**src/sv/mfd_pkg.sv**
```systemverilog
// package for the maze flood distance map
// opcodes, states, constants and the cell control type; no dependencies
`timescale 1ns / 1ps

package mfd_pkg;

   typedef enum logic [1:0] {
      OP_WRITE = 2'd0,
      OP_FLOOD = 2'd1,
      OP_READ  = 2'd2,
      OP_NONE  = 2'd3
   } opcode_type;

   typedef enum logic [1:0] {
      ST_IDLE,
      ST_FLOOD,
      ST_RESP
   } state_type;

   localparam logic [7:0] UNREACHED = 8'd128;
   localparam logic [3:0] GOAL_RESET = 4'd7;
   localparam int CFG_GOAL_ROW = 0;
   localparam int CFG_GOAL_COL = 1;

   // control broadcast to every cell
   typedef struct packed {
      logic clear;
      logic seed;
      logic grow;
      logic write;
   } cell_ctrl_type;

endpackage

```
**src/sv/mfd_cell.sv**
```systemverilog
// one maze cell: walls, visited flag and distance; the flood wave enters it once per flood
// depends on mfd_pkg
`timescale 1ns / 1ps

module mfd_cell
   import mfd_pkg::*;
(
   input  logic          clock,
   input  logic          reset,
   input  cell_ctrl_type ctrl,
   input  logic          sel,
   input  logic [3:0]    wall_bits,
   input  logic          is_goal,
   input  logic [3:0]    nbr_push,
   input  logic [7:0]    layer_dist,
   output logic [3:0]    walls,
   output logic          visited,
   output logic [7:0]    cell_dist,
   output logic          fresh
);

   logic [3:0] walls_ff;
   logic       visited_ff, fresh_ff;
   logic [7:0] dist_ff;
   logic       enter;

   assign enter = ctrl.grow && !visited_ff && (nbr_push != 4'd0);

   always_ff @(posedge clock) begin
      if (reset) begin
         walls_ff   <= '0;
         visited_ff <= 1'b0;
         fresh_ff   <= 1'b0;
         dist_ff    <= UNREACHED;
      end else begin
         if (ctrl.write && sel) begin
            walls_ff <= wall_bits;
         end
         if (ctrl.clear) begin
            visited_ff <= 1'b0;
            fresh_ff   <= 1'b0;
            dist_ff    <= UNREACHED;
         end else if (ctrl.seed) begin
            visited_ff <= is_goal;
            fresh_ff   <= is_goal;
            dist_ff    <= is_goal ? 8'd0 : UNREACHED;
         end else if (ctrl.grow) begin
            fresh_ff <= enter;
            if (enter) begin
               visited_ff <= 1'b1;
               dist_ff    <= layer_dist;
            end
         end
      end
   end

   assign walls     = walls_ff;
   assign visited   = visited_ff;
   assign cell_dist = dist_ff;
   assign fresh     = fresh_ff;

endmodule

```
**config.mk**
```make
export PLATFORM = sky130hd
export DESIGN_NAME = mfd_cell
export DESIGN_NICKNAME = d
export VERILOG_FILES = /design/src/sv/mfd_pkg.sv /design/src/sv/mfd_cell.sv
export SDC_FILE = /design/constraint.sdc
export NUM_CORES = 1
export LEC_CHECK = 0
export BUFFER_PORTS_ARGS = -buffer_cell sky130_fd_sc_hd__clkbuf_2
export CORE_MARGIN = 10
export CORE_UTILIZATION = 39
export CTS_BUF_LIST = sky130_fd_sc_hd__clkbuf_4
export DETAILED_ROUTE_END_ITERATION = 8
export PLACE_DENSITY = 0.77
export SLEW_MARGIN = 5
export SYNTH_ARGS = -nofsm -noshare
export SYNTH_HDL_FRONTEND = slang
export SYNTH_SLANG_ARGS = --single-unit
```
**constraint.sdc**
```tcl
create_clock -name clock -period 1.3 [get_ports clock]
set_input_delay 0.39 -clock clock [delete_from_list [all_inputs] [get_ports clock]]
set_output_delay 0.39 -clock clock [all_outputs]
set_load 0.005 [all_outputs]
```
Word level (Yosys, flattened, before mapping):

Cells that the tools add are included.

* mux-type cells: 9
* reduce and logical (&&, ||, !) cells: 9

Operators by type and width (count)
* $mux 8: 4
* $mux 1: 5
* $reduce_bool 2->1: 2
* $reduce_bool 4->1: 1
* $logic_and 1x1->1: 3
* $reduce_and 2->1: 1
* $reduce_or 2->1: 1
* $logic_not 1->1: 1

* output and inout bits: 14
* register bits: 14
* word-level logic and storage cells: 22

Logic depth before layout (Yosys ltp):

* depth after elaboration: 6
* mapped depth: 4
* depth with buffers taken out: 3

Worst setup path after synthesis:

OpenSTA, ideal clock, no wires.

* kind: input-to-reg
* start: input port nbr_push[1]
* end: register dist_ff[7] (netlist: cell_dist[7])
* arrival time: 1189 ps
* path slack: -19 ps
* cell stages on the path: 4
* cell sequence: or4_4 buf_6 a21oi_4 a211oi_2

* word-level cells in the longest chain between the ends: 4

Ends and longest elaborated chain
* start: declaration: RTL line mfd_cell.sv:14 `input logic [3:0] nbr_push,`
* $reduce_bool 4->1: RTL line mfd_cell.sv:27 `assign enter = ctrl.grow && !visited_ff && (nbr_push != 4'd0);`
* $logic_and 1x1->1: RTL line mfd_cell.sv:27
* $reduce_bool 2->1 (no source line)
* $reduce_and 2->1 (no source line)
* end signal: assignment: RTL line mfd_cell.sv:46 `dist_ff <= is_goal ? 8'd0 : UNREACHED;`
* end signal: assignment: RTL line mfd_cell.sv:51 `dist_ff <= layer_dist;`
* end: declaration: RTL line mfd_cell.sv:24 `logic [7:0] dist_ff;`

Every way passes these cells.
A chain may end at the register's enable or synchronous reset.

Worst setup path after layout:

* start: register visited_ff (netlist: visited)
* end: output port visited

RTL lines
* start: declaration: RTL line mfd_cell.sv:23 `logic visited_ff, fresh_ff;`
* start signal: assignment: RTL line mfd_cell.sv:44 `visited_ff <= is_goal;`
* end: declaration: RTL line mfd_cell.sv:17 `output logic visited,`

No word-level cell between the ends.

==> results.yml <==
global_routing:
  grt_first_pass_wirelength_mm: 2.73
  grt_pass1_vias: 676
  grt_max_degree: 9
  antenna_found_initial: 0
  grt.overflow.total: 0
  grt.total_usage_pct: 9.70
timing:
  finalCritPeriodShare_pct: 89.3
  rsz0062_at_grt: "false"
  setup_violations: 0
  drv_slew: 0
  finalCriticalPeriod_ns: 1.16
  fin_skew_ns: 0.000761
  tightest_slew_ns: 0.321
  finalHoldViolations: 0
  slew_headroom_pct: 78.4
  max_freq_ghz: 0.862
  holdWs_ns: 0.343
  setup_slack_ns: 0.139
drt:
  routed_wl_mm: 1.70
  drtAntennaViolNets: 0
  drc: 0
  wire_per_inst_microns: 13.1
  viasPerCell: 5.06
  drt-initial-drc-count: 13
  dr_wl_met3_microns: 232
  num_vias: 653
  route.met2.wl_microns: 768
  dr.pass1.iters: 4
  highest_layer: "met3"
  wl_met1_microns: 695
placement:
  dp_cells: 125
  place_hpwl_mm: 1.47
  gp_congestion: 0.772
  pre_cts_ws_ns: -0.124
  port-buffer-count: 37
layout:
  final_cell_mix: "37 x clkbuf_2, 14 x dfxtp_1, 11 x nand3_1, 11 x a21oi_1"
  n_antenna_cell: 0
  fin_cells: 129
  syn2layout_area_growth_pct: 42.3
  layout_commonest_cell: "clkbuf_2"
  final_util_pct: 58.1
  fin_nets: 138
  drive_above_1_share_pct: 46.9
  fillerInstances: 147
cts:
  cts_tree: "yes"
  cts_buffer_depth: 2
  cts_made_buffers: 3
  clkLatencyLatePin_ns: 0.27
  hold_buffers: 0
  post_cts_resized: 0
  cts-root-buf: "clkbuf_4"
  clk_pin_slew_ns: 0.08
  clock-sinks: 14
  post-cts-setup-buffer-count: 0
  htree_levels: 1
critical_path:
  r2r-start: "cell_dist[7]$_SDFFE_PP1P_"
  cp.arrival_ns: 0.77
  endpoint_kind: "output port"
  critPathKind: "flop to output port"
  critPathRequiredTime_ns: 0.91
  r2r_end: "cell_dist[7]$_SDFFE_PP1P_"
  rrSetupSlack_ns: 0.17
  critical_path_depth: 1
  crit_family: "flip-flops"
  crit_end: "visited"
  cp_slowest_cell: "dfxtp_1"
  critPathLaunch: "visited$_SDFFE_PP0P_"
  slowest_delay_ns: 0.37
  start_kind: "flop"
  reg2reg_depth: 3
  cp_cell_sequence: "clkbuf_2"
  path_max_fanout: 4
  critPathBufInv: 1
logic_synthesis:
  syn_area_per_cell_sq_um: 8.92
  yosysSeqAreaShare_pct: 45.5
  ys_warn_count: 0
  synth_cells: 69
  syn_area_sq_um: 616
  synth_cell_types: 21
  synth_nets: 93
  ys_ff_latch: 14
floorplanning:
  die_h_microns: 59.7
  dieArea_sq_um: 3570
  start_util_pct: 40.9
  die_w_microns: 59.7
  coreArea_sq_um: 1510
  row_count: 14
  boundaryPins: 38
outcome:
  outcome: "finished, final reports clean"
pwr:
  power_mw: 0.826
  vdd_drop_max_uv: 576
  p_leak_nw: 0.395
  power.density_nw_per_um2: 943
worst_hold_path:
  hp-class: "primary input to flop"
run:
  drv_cap: 0
-- power by group --
part / internal [mW] / switching (mW)
sequential: 0.443 / 0.00717
clock: 0.111 / 0.128
combinational: 0.0696 / 0.0679
total: 0.623 / 0.203
-- Yosys cell counts (all sizes together) --
cell type	instances	area share, %
dfxtp	14	46
a21oi	12	12
nand3	11	8.9
o21ai	7	5.7
nand2	6	3.7
a211oi	2	3.3
buf	2	2.6
clkbuf	2	1.2
nor2b	2	2.0
nor4	2	4.5
o31a	2	2.8
or4	2	3.7
inv	1	0.61
nand2b	1	1.0
nor2	1	1.0
nor3	1	0.81
or3	1	1.0
-- flip-flops by register name (all words and copies together), names as in the netlist --
name	flops
cell_dist	8
walls	4
fresh	1
visited	1
-- metrics by stage --
stage / setup TNS (ns) / area [sq um]
final: 0 / 876
after global routing: 0 / 876
after floorplan: -0.0191 / 616
after CTS: 0 / 876
after global placement: -0.845 / 850
after detailed placement: -0.995 / 850
-- how the worst min path moves through the flow --
stage	depth (start not counted)	slack, ns	from	endpoint
after floorplan	2	0.45	walls[0]$_SDFFE_PP0P_	walls[0]$_SDFFE_PP0P_
after global placement	2	0.44	walls[3]$_SDFFE_PP0P_	walls[3]$_SDFFE_PP0P_
after detailed placement	2	0.45	walls[1]$_SDFFE_PP0P_	walls[1]$_SDFFE_PP0P_
after CTS	3	0.33	wall_bits[3]	walls[3]$_SDFFE_PP0P_
after global routing	3	0.33	wall_bits[3]	walls[3]$_SDFFE_PP0P_
final	3	0.34	wall_bits[3]	walls[3]$_SDFFE_PP0P_
-- worst register-to-register path: cells and delay by family, from the launching register on --
| family | cells | cell delay (ns) |
|---|---|---|
| compound gates | 2 | 0.16 |
| simple gates | 1 | 0.54 |
| flops | 1 | 0.32 |
-- cell families (layout without fill, tap and decap cells) --
logic type	count (synthesis)	in the layout	share of synthesized area (%)
AND/OR/NAND/NOR	27	27	26.6
AO/OA/AOI/OAI	23	23	23.4
flip-flops	14	14	45.5
buffers and inverters	5	49	4.47
-- metal layers --
metal / global-route usage (%) / vias up
met3: 5.72 / 0
met5: 0 / -
met4: 3.85 / 0
met1: 10.3 / 282
li1: - / 343
met2: 15.3 / 28
-- area by class of cell --
cell class / instances / area, sq um / share of cell area, %
clock buffers: 3 / 22.5 / 2.57
clock inverters: 1 / 3.75 / 0.429
inverters: 1 / 3.75 / 0.429
multi-input cells: 50 / 308 / 35.1
flip-flops and latches: 14 / 280 / 32.0
well taps: 16 / 20.0 / 2.29
repair buffers: 44 / 238 / 27.1
Note: power is estimated with default switching activity, not from simulation.
